File: src/design/tare_pkg.sv
// Shared constants, types and helper functions of the six-axis tare offset removal block.
package tare_pkg;

	localparam int SAMPLE_BITS = 16;
	localparam int COUNT_BITS  = 10;
	localparam int NUM_AXES    = 6;
	localparam int CFG_BITS    = 10;
	localparam int SUM_BITS    = SAMPLE_BITS + COUNT_BITS;
	localparam int NORM_BITS   = SAMPLE_BITS + 1;
	localparam int STEP_BITS   = $clog2(SUM_BITS);
	localparam int IN_DATA_W   = ((NUM_AXES * SAMPLE_BITS + 7) / 8) * 8;
	localparam int OUT_DATA_W  = ((NUM_AXES * NORM_BITS + 7) / 8) * 8;
	localparam int OUT_USER_W  = 2;

	localparam logic [CFG_BITS-1:0] CFG_RESET = CFG_BITS'(50);
	localparam logic [31:0] COUNT_MAX = 32'((64'd1 << COUNT_BITS) - 64'd1);

	// Bit positions inside the result tuser.
	localparam int USER_CALIBRATING = 0;
	localparam int USER_UPDATED     = 1;

	typedef enum logic [2:0] {
		ST_IDLE,
		ST_EXEC,
		ST_DIV,
		ST_FIN,
		ST_EMIT
	} tare_state_t;

	typedef struct packed {
		logic capture;
		logic exec;
		logic div_step;
		logic div_fin;
		logic emit;
	} tare_cmd_t;

	typedef struct packed {
		logic func;
		logic cal_hit;
		logic out_free;
		logic cal_active;
	} tare_sts_t;

	// Sample count used for averaging: zero counts as one, large values saturate.
	function automatic logic [COUNT_BITS-1:0] eff_count(input logic [CFG_BITS-1:0] cfg);
		logic [31:0] c;
		c = 32'(cfg);
		if (c == 32'd0) begin
			c = 32'd1;
		end
		if (c > COUNT_MAX) begin
			c = COUNT_MAX;
		end
		return COUNT_BITS'(c);
	endfunction

endpackage

File: src/design/six_axis_tare_offset_removal.sv
// Top level of the six-axis force/torque tare offset removal block.
//
//  Channel   Direction  Handshake            Payload
//  s_axis    in         s_tvalid/s_tready    s_tdata: six raw samples; s_tuser: func
//  m_axis    out        m_tvalid/m_tready    m_tdata: six tared values; m_tuser: flags
//  cfg       in         cfg_we               cfg_wdata: calibration sample count
//
// One item is in flight at a time. A start command yields no beat; after its accept the
// controller passes through ST_EXEC and returns to ST_IDLE, where s_tready is high again.
// A sample raises the registered m_tvalid from ST_EMIT; when it completes a calibration
// it first passes through ST_DIV and ST_FIN: the six restoring dividers retire one
// quotient bit per cycle over all 26 bits of the sum, and ST_FIN then loads the offsets.
// The next beat is accepted only once the controller is back in ST_IDLE after the emit.
// The result sits in an output register, so a new beat is accepted while it waits;
// the next result waits in its final state until that register is taken.
// Reset is asynchronous and active low; it clears offsets, sums, count and flags and
// loads the sample count register with 50.
module six_axis_tare_offset_removal import tare_pkg::*; (
	input  logic                  clk,
	input  logic                  arst_n,
	// Configuration write: calibration sample count.
	input  logic                  cfg_we,
	input  logic [CFG_BITS-1:0]   cfg_wdata,
	// Input beats.
	input  logic                  s_tvalid,
	output logic                  s_tready,
	// From bit 0: force_x, force_y, force_z, moment_x, moment_y, moment_z.
	input  logic [IN_DATA_W-1:0]  s_tdata,
	// Bit 0: func (0 = sample, 1 = start calibration).
	input  logic                  s_tuser,
	// Result beats.
	output logic                  m_tvalid,
	input  logic                  m_tready,
	// From bit 0: norm_force_x, norm_force_y, norm_force_z, norm_moment_x,
	// norm_moment_y, norm_moment_z, then zero padding.
	output logic [OUT_DATA_W-1:0] m_tdata,
	// Bit 0: calibrating, bit 1: offsets_updated.
	output logic [OUT_USER_W-1:0] m_tuser
);

	tare_cmd_t cmd;
	tare_sts_t sts;

	// The controller decides when to capture, update, divide and emit.
	tare_ctrl u_ctrl (
		.clk      (clk),
		.arst_n   (arst_n),
		.s_tvalid (s_tvalid),
		.s_tready (s_tready),
		.sts      (sts),
		.cmd      (cmd)
	);

	// The datapath holds all sums, offsets and the result register.
	tare_dp u_dp (
		.clk       (clk),
		.arst_n    (arst_n),
		.cfg_we    (cfg_we),
		.cfg_wdata (cfg_wdata),
		.s_tdata   (s_tdata),
		.s_tuser   (s_tuser),
		.cmd       (cmd),
		.sts       (sts),
		.m_tvalid  (m_tvalid),
		.m_tready  (m_tready),
		.m_tdata   (m_tdata),
		.m_tuser   (m_tuser)
	);

	// Only one item is worked on at a time.
	a_one_in_flight: assert property (@(posedge clk) disable iff (!arst_n)
		(s_tvalid && s_tready) |=> !s_tready)
		else $error("input accepted while an item is in flight");

	// A start command produces no result and leaves calibration running.
	a_start_no_beat: assert property (@(posedge clk) disable iff (!arst_n)
		(s_tvalid && s_tready && s_tuser) |=> ##1 (s_tready && sts.cal_active))
		else $error("start command did not return to idle with calibration active");

	// A beat that reports new offsets never also reports calibration in progress.
	a_flags_exclusive: assert property (@(posedge clk) disable iff (!arst_n)
		m_tvalid |-> !(m_tuser[USER_CALIBRATING] && m_tuser[USER_UPDATED]))
		else $error("offsets_updated set while still calibrating");

endmodule

File: src/design/tare_ctrl.sv
// Controller state machine that sequences capture, update, division and result output.
module tare_ctrl import tare_pkg::*; (
	input  logic      clk,
	input  logic      arst_n,
	input  logic      s_tvalid,
	output logic      s_tready,
	input  tare_sts_t sts,
	output tare_cmd_t cmd
);

	tare_state_t          state_q, state_d;
	logic [STEP_BITS-1:0] step_q, step_d;

	always_ff @(posedge clk or negedge arst_n) begin
		if (!arst_n) begin
			state_q <= ST_IDLE;
			step_q  <= '0;
		end else begin
			state_q <= state_d;
			step_q  <= step_d;
		end
	end

	always_comb begin
		state_d  = state_q;
		step_d   = step_q;
		cmd      = '0;
		s_tready = 1'b0;
		unique case (state_q)
			ST_IDLE: begin
				s_tready = 1'b1;
				if (s_tvalid) begin
					cmd.capture = 1'b1;
					state_d     = ST_EXEC;
				end
			end
			ST_EXEC: begin
				cmd.exec = 1'b1;
				step_d   = '0;
				if (sts.func) begin
					state_d = ST_IDLE;
				end else if (sts.cal_hit) begin
					state_d = ST_DIV;
				end else begin
					state_d = ST_EMIT;
				end
			end
			ST_DIV: begin
				cmd.div_step = 1'b1;
				if (step_q == STEP_BITS'(SUM_BITS - 1)) begin
					state_d = ST_FIN;
				end else begin
					step_d = step_q + 1'b1;
				end
			end
			ST_FIN: begin
				cmd.div_fin = 1'b1;
				state_d     = ST_EMIT;
			end
			ST_EMIT: begin
				if (sts.out_free) begin
					cmd.emit = 1'b1;
					state_d  = ST_IDLE;
				end
			end
			default: begin
				state_d = ST_IDLE;
			end
		endcase
	end

endmodule

File: src/design/tare_dp.sv
// Datapath: sample capture, running sums, six restoring dividers, offsets and result register.
module tare_dp import tare_pkg::*; (
	input  logic                  clk,
	input  logic                  arst_n,
	input  logic                  cfg_we,
	input  logic [CFG_BITS-1:0]   cfg_wdata,
	input  logic [IN_DATA_W-1:0]  s_tdata,
	input  logic                  s_tuser,
	input  tare_cmd_t             cmd,
	output tare_sts_t             sts,
	output logic                  m_tvalid,
	input  logic                  m_tready,
	output logic [OUT_DATA_W-1:0] m_tdata,
	output logic [OUT_USER_W-1:0] m_tuser
);

	logic [CFG_BITS-1:0]    cfg_q;
	logic                   active_q;
	logic                   upd_q;
	logic [COUNT_BITS-1:0]  count_q;
	logic [SUM_BITS-1:0]    sums_q [NUM_AXES];
	logic [SAMPLE_BITS-1:0] offs_q [NUM_AXES];

	logic                   func_q;
	logic [SAMPLE_BITS-1:0] raw_q  [NUM_AXES];
	logic [SUM_BITS-1:0]    dq_q   [NUM_AXES];
	logic [COUNT_BITS-1:0]  rem_q  [NUM_AXES];

	logic [SUM_BITS-1:0]    sum_next [NUM_AXES];
	logic [SUM_BITS-1:0]    dq_next  [NUM_AXES];
	logic [COUNT_BITS-1:0]  rem_next [NUM_AXES];
	logic [NORM_BITS-1:0]   norm     [NUM_AXES];
	logic [OUT_DATA_W-1:0]  out_word;

	logic                   all_zero;
	logic                   counting;
	logic [COUNT_BITS-1:0]  n_eff;
	logic [COUNT_BITS-1:0]  count_inc;
	logic                   cal_hit;

	assign n_eff     = eff_count(cfg_q);
	assign count_inc = count_q + 1'b1;

	always_comb begin
		logic [COUNT_BITS:0]    trial;
		logic                   ge;
		logic [SAMPLE_BITS-1:0] off;
		all_zero = 1'b1;
		out_word = '0;
		for (int i = 0; i < NUM_AXES; i++) begin
			if (raw_q[i] != '0) begin
				all_zero = 1'b0;
			end
			sum_next[i] = sums_q[i] + SUM_BITS'(raw_q[i]);
			// One restoring division step: shift in the next dividend bit and try n.
			trial       = {rem_q[i], dq_q[i][SUM_BITS-1]};
			ge          = (trial >= {1'b0, n_eff});
			rem_next[i] = ge ? COUNT_BITS'(trial - {1'b0, n_eff}) : COUNT_BITS'(trial);
			dq_next[i]  = {dq_q[i][SUM_BITS-2:0], ge};
			off         = active_q ? '0 : offs_q[i];
			norm[i]     = {1'b0, raw_q[i]} - {1'b0, off};
			out_word[i*NORM_BITS +: NORM_BITS] = norm[i];
		end
	end

	assign counting = !func_q && active_q && !all_zero;
	assign cal_hit  = counting && (count_inc >= n_eff);

	assign sts.func       = func_q;
	assign sts.cal_hit    = cal_hit;
	assign sts.out_free   = !m_tvalid || m_tready;
	assign sts.cal_active = active_q;

	// Architectural state with reset values.
	always_ff @(posedge clk or negedge arst_n) begin
		if (!arst_n) begin
			cfg_q    <= CFG_RESET;
			active_q <= 1'b0;
			upd_q    <= 1'b0;
			count_q  <= '0;
			for (int i = 0; i < NUM_AXES; i++) begin
				sums_q[i] <= '0;
				offs_q[i] <= '0;
			end
		end else begin
			if (cfg_we) begin
				cfg_q <= cfg_wdata;
			end
			if (cmd.exec) begin
				if (func_q) begin
					active_q <= 1'b1;
					count_q  <= '0;
					for (int i = 0; i < NUM_AXES; i++) begin
						sums_q[i] <= '0;
					end
				end else begin
					upd_q <= cal_hit;
					if (counting) begin
						count_q <= count_inc;
						for (int i = 0; i < NUM_AXES; i++) begin
							sums_q[i] <= sum_next[i];
						end
					end
					if (cal_hit) begin
						active_q <= 1'b0;
					end
				end
			end
			if (cmd.div_fin) begin
				for (int i = 0; i < NUM_AXES; i++) begin
					offs_q[i] <= dq_q[i][SAMPLE_BITS-1:0];
				end
			end
		end
	end

	// Working registers for the item in flight and the dividers.
	always_ff @(posedge clk) begin
		if (cmd.capture) begin
			func_q <= s_tuser;
			for (int i = 0; i < NUM_AXES; i++) begin
				raw_q[i] <= s_tdata[i*SAMPLE_BITS +: SAMPLE_BITS];
			end
		end
		for (int i = 0; i < NUM_AXES; i++) begin
			if (cmd.exec) begin
				dq_q[i]  <= sum_next[i];
				rem_q[i] <= '0;
			end else if (cmd.div_step) begin
				dq_q[i]  <= dq_next[i];
				rem_q[i] <= rem_next[i];
			end
		end
	end

	always_ff @(posedge clk or negedge arst_n) begin
		if (!arst_n) begin
			m_tvalid <= 1'b0;
		end else if (cmd.emit) begin
			m_tvalid <= 1'b1;
		end else if (m_tready) begin
			m_tvalid <= 1'b0;
		end
	end

	always_ff @(posedge clk) begin
		if (cmd.emit) begin
			m_tdata                   <= out_word;
			m_tuser[USER_CALIBRATING] <= active_q;
			m_tuser[USER_UPDATED]     <= upd_q;
		end
	end

endmodule
File: config.mk
export PLATFORM = sky130hd
export DESIGN_NAME = six_axis_tare_offset_removal
export DESIGN_NICKNAME = d
export VERILOG_FILES = /design/src/design/tare_pkg.sv /design/src/design/six_axis_tare_offset_removal.sv /design/src/design/tare_ctrl.sv /design/src/design/tare_dp.sv
export SDC_FILE = /design/constraint.sdc
export NUM_CORES = 2
export LEC_CHECK = 0
export ABC_CLOCK_PERIOD_IN_PS = 10800
export BUFFER_PORTS_ARGS = -buffer_cell sky130_fd_sc_hd__buf_2
export CAP_MARGIN = 25
export CORE_MARGIN = 1
export CORE_UTILIZATION = 45
export DETAILED_ROUTE_END_ITERATION = 8
export GPL_ROUTABILITY_DRIVEN = 0
export PLACE_DENSITY = 0.63
export SLEW_MARGIN = 20
export SYNTH_ARGS = -nofsm -noshare
export SYNTH_HDL_FRONTEND = slang
export SYNTH_SLANG_ARGS = --single-unit
File: constraint.sdc
create_clock -name clk -period 10.8 [get_ports clk]
set_clock_uncertainty 0.15 [all_clocks]
set_input_delay 1.08 -clock clk [delete_from_list [all_inputs] [get_ports clk]]
set_output_delay 1.08 -clock clk [all_outputs]
set_load 0.03 [all_outputs]
==> impl_metrics.py <==
metrics = {
    "place": {
        "dpl-instance-area_mm2": 0.0412,
        "place_hpwl_um": 64100,
        "placed_cells": 4867,
        "io_buffers": 217,
        "pre_cts_ws_ns": 6.22,
    },
    "critical_path": {
        "crit_type": "reg -> reg",
        "cp_data_arrival_time_ns": 5.03,
        "path_cells": "nor4_2, nand4_1, nor4_1, nand2_1, and2_0, nand2_2, buf_4, o21ai_0, a22o_1",
        "max_stage_delay_ns": 0.89,
        "crit_required_ns": 11.17,
        "cp_max_fo": 61,
        "worst_setup_path_start_kind": "flip-flop",
        "crit_buf_inv": 1,
        "crit_slowest_cell": "nor4_2",
        "cp_top_family": "simple AND/OR/NAND/NOR gates",
        "crit_path_end_kind": "flip-flop",
    },
    "clocking": {
        "postCtsSetupRepairBufs": 0,
        "cts_made_buffers": 80,
        "clk_pin_slew_ns": 0.06,
        "clk_path_buf_depth": 3,
        "cts.sinks": 700,
        "htree_levels": 3,
        "ctsResizeCount": 0,
        "clock_latency_ns": 0.65,
        "root_buffer": "clkbuf_16",
        "cts_hold_buffers": 0,
        "cts_tree": "built",
    },
    "floorplan": {
        "num_rows": 107,
        "coreArea_mm2": 0.0853,
        "dieHeight_um": 296,
        "die_x_um": 296,
        "dieArea_mm2": 0.0875,
        "ios": 220,
        "initial_core_util_pct": 45.6,
    },
    "timing": {
        "fin_ws_ns": 6.14,
        "finalHoldViolations": 0,
        "fmax_ghz": 0.215,
        "period_needed_ns": 4.66,
        "fin_hold_ws_ns": 0.244,
        "worstMarginPinSlew_ns": 1.07,
        "final.setup.tns_ns": 0,
        "finalCritPeriodShare_pct": 43.1,
        "setup_viol": 0,
        "slew_viol_final": 0,
        "rsz0062_at_grt": "no",
        "slew_headroom_pct": 28.9,
    },
    "route": {
        "routed_wirelength_um": 95200,
        "routedWlPerCell_um": 19.0,
        "drc": 0,
        "ant_nets": 0,
        "num_vias": 27800,
        "first_iter_violations": 1778,
        "routed_via_density": 5.54,
        "dr.pass1.iters": 5,
    },
    "power_and_ir_drop": {
        "internal-power_mw": 6.30,
        "power.switching_mw": 3.16,
        "total_power_mw": 9.46,
        "pwr-share-clk_pct": 29.3,
        "p_comb_share_pct": 30.7,
        "max-vdd-ir-drop_uv": 141,
        "p_leak_nw": 18.5,
        "pwr-share-seq_pct": 39.9,
        "power.density_mw_per_mm2": 215,
        "p_sw_share_pct": 33.4,
    },
    "layout": {
        "layout-drive-gt1-share_pct": 13.4,
        "fin_area_mm2": 0.0439,
        "nets": 4195,
        "layout_common_cells": "nand2_1 (471), edfxtp_1 (417), dfrtp_1 (279)",
        "n_antenna_cell": 0,
        "area_growth_pct": 13.0,
        "fin_util_pct": 51.5,
        "nFillCells": 7627,
        "layout_commonest_cell": "nand2_1",
        "final_cell_count_no_fill": 5018,
    },
    "global_routing": {
        "grtUsageTotal_pct": 21.7,
        "antenna_found_initial": 2,
        "overflow": 0,
        "grt_pass1_wl_um": 149000,
        "grt_pass1_vias": 27400,
        "grt_max_degree": 83,
    },
    "yosys": {
        "postSynthCellCount": 3600,
        "synth-main-ff-cell": "edfxtp_1",
        "synth_cell_type_count": 82,
        "avgSynthCellArea_um2": 10.8,
        "syn-cell-area_mm2": 0.0388,
        "synth_seq_cells": 700,
        "synth_top_area_cell": "edfxtp_1",
        "synth_edf_count": 417,
        "ys_top_cells_by_area": "edfxtp_1 (32%), dfrtp_1 (18%), ha_1 (8.3%)",
        "yosysSeqAreaShare_pct": 50.5,
        "async_flop_share_pct": 40.4,
        "synth_top_area_share_pct": 32.2,
        "ys_warn_count": 0,
    },
    "status": {
        "outcome": "completed",
    },
    "min_path": {
        "hold_path_class": "in -> async",
    },
    "run": {
        "drv_cap": 0,
    },
}
## synth_stat cells, types with 18 or more instances
library cell	instances
o21bai_1	18
a211oi_1	45
o21ai_0	206
a22o_1	90
o31ai_1	38
nand2_1	474
nand4_1	23
nand3_1	48
buf_2	19
nor4_1	34
or3_1	24
nor2b_1	34
clkbuf_1	92
fa_1	18
inv_1	107
ha_1	258
dfrtp_1	280
and2_1	20
a21o_1	59
xnor2_1	184
xor2_1	83
a31oi_1	45
o21a_1	47
and3_1	34
nor3_1	47
nor2_1	252
mux2i_1	32
a21oi_1	175
edfxtp_1	417
mux2_2	100
nand2b_1	113
## per-layer routing
layer,GRT usage (%),wire length [µm],part of all wire (%)
met1,29.1,43400,46
met2,37.1,45700,48
met3,2.61,3780,4.0
met4,5.64,2300,2.4
met5,0,0,0
## power by group through the flow
stage	clock network, mW	registers, mW	logic [mW]
finish	2.77	3.78	2.91
CTS	2.83	3.78	2.92
global route	2.92	3.83	3.27
global placement	0	3.82	2.86
floorplan	0	3.79	2.23
detailed placement	0	3.82	2.90
## cells by family (layout without fill, tap and decap cells)
group                      count (synthesis)  in the layout  synth area share [%]
other                                      1              2               0.00965
and+or+nand+nor                         1144           1144                  13.6
adders and majority gates                279            279                  9.31
DFF                                      700            700                  50.5
AOI/OAI and AO/OA                        846            846                  14.6
muxes                                    132            132                  3.72
xor gates and xnor gates                 267            267                  6.02
buffers and inverters                    231            504                  2.32
## registers in the layout (all words and copies together) (netlist names), 10 cells and up
name / cells
u_dp.cfg_q: 10
u_dp.raw_q: 96
u_dp.count_q: 10
u_dp.sums_q: 156
u_dp.rem_q: 60
u_dp.m_tdata: 102
u_dp.offs_q: 96
u_dp.dq_q: 156
## path summary, 6_finish.rpt
path,from,to,slack (ns),cells after the start
worst min register to register,u_dp.upd_q,u_dp.m_tuser[1],0.31,0
min in group clk,u_dp.upd_q,u_dp.m_tuser[1],0.31,0
worst max register to register,u_dp.raw_q[2][0],u_dp.sums_q[70],6.14,9
worst max-delay path,u_dp.raw_q[2][0],u_dp.sums_q[70],6.14,9
max in group asynchronous,arst_n,u_dp.sums_q[70],8.45,3
worst min-delay path,arst_n,u_dp.sums_q[60],0.24,1
## cell type report
| class | instances | area (µm²) | area share, % |
|---|---|---|---|
| Inverter | 107 | 402 | 0.915 |
| Clock inverter | 37 | 412 | 0.938 |
| Tap cell | 1144 | 1430 | 3.26 |
| Sequential cell | 700 | 19600 | 44.7 |
| Multi-Input combinational cell | 2670 | 18400 | 41.9 |
| Clock buffer | 112 | 2280 | 5.20 |
| Timing Repair Buffer | 248 | 1370 | 3.11 |
(Power assumes the default switching activity.)
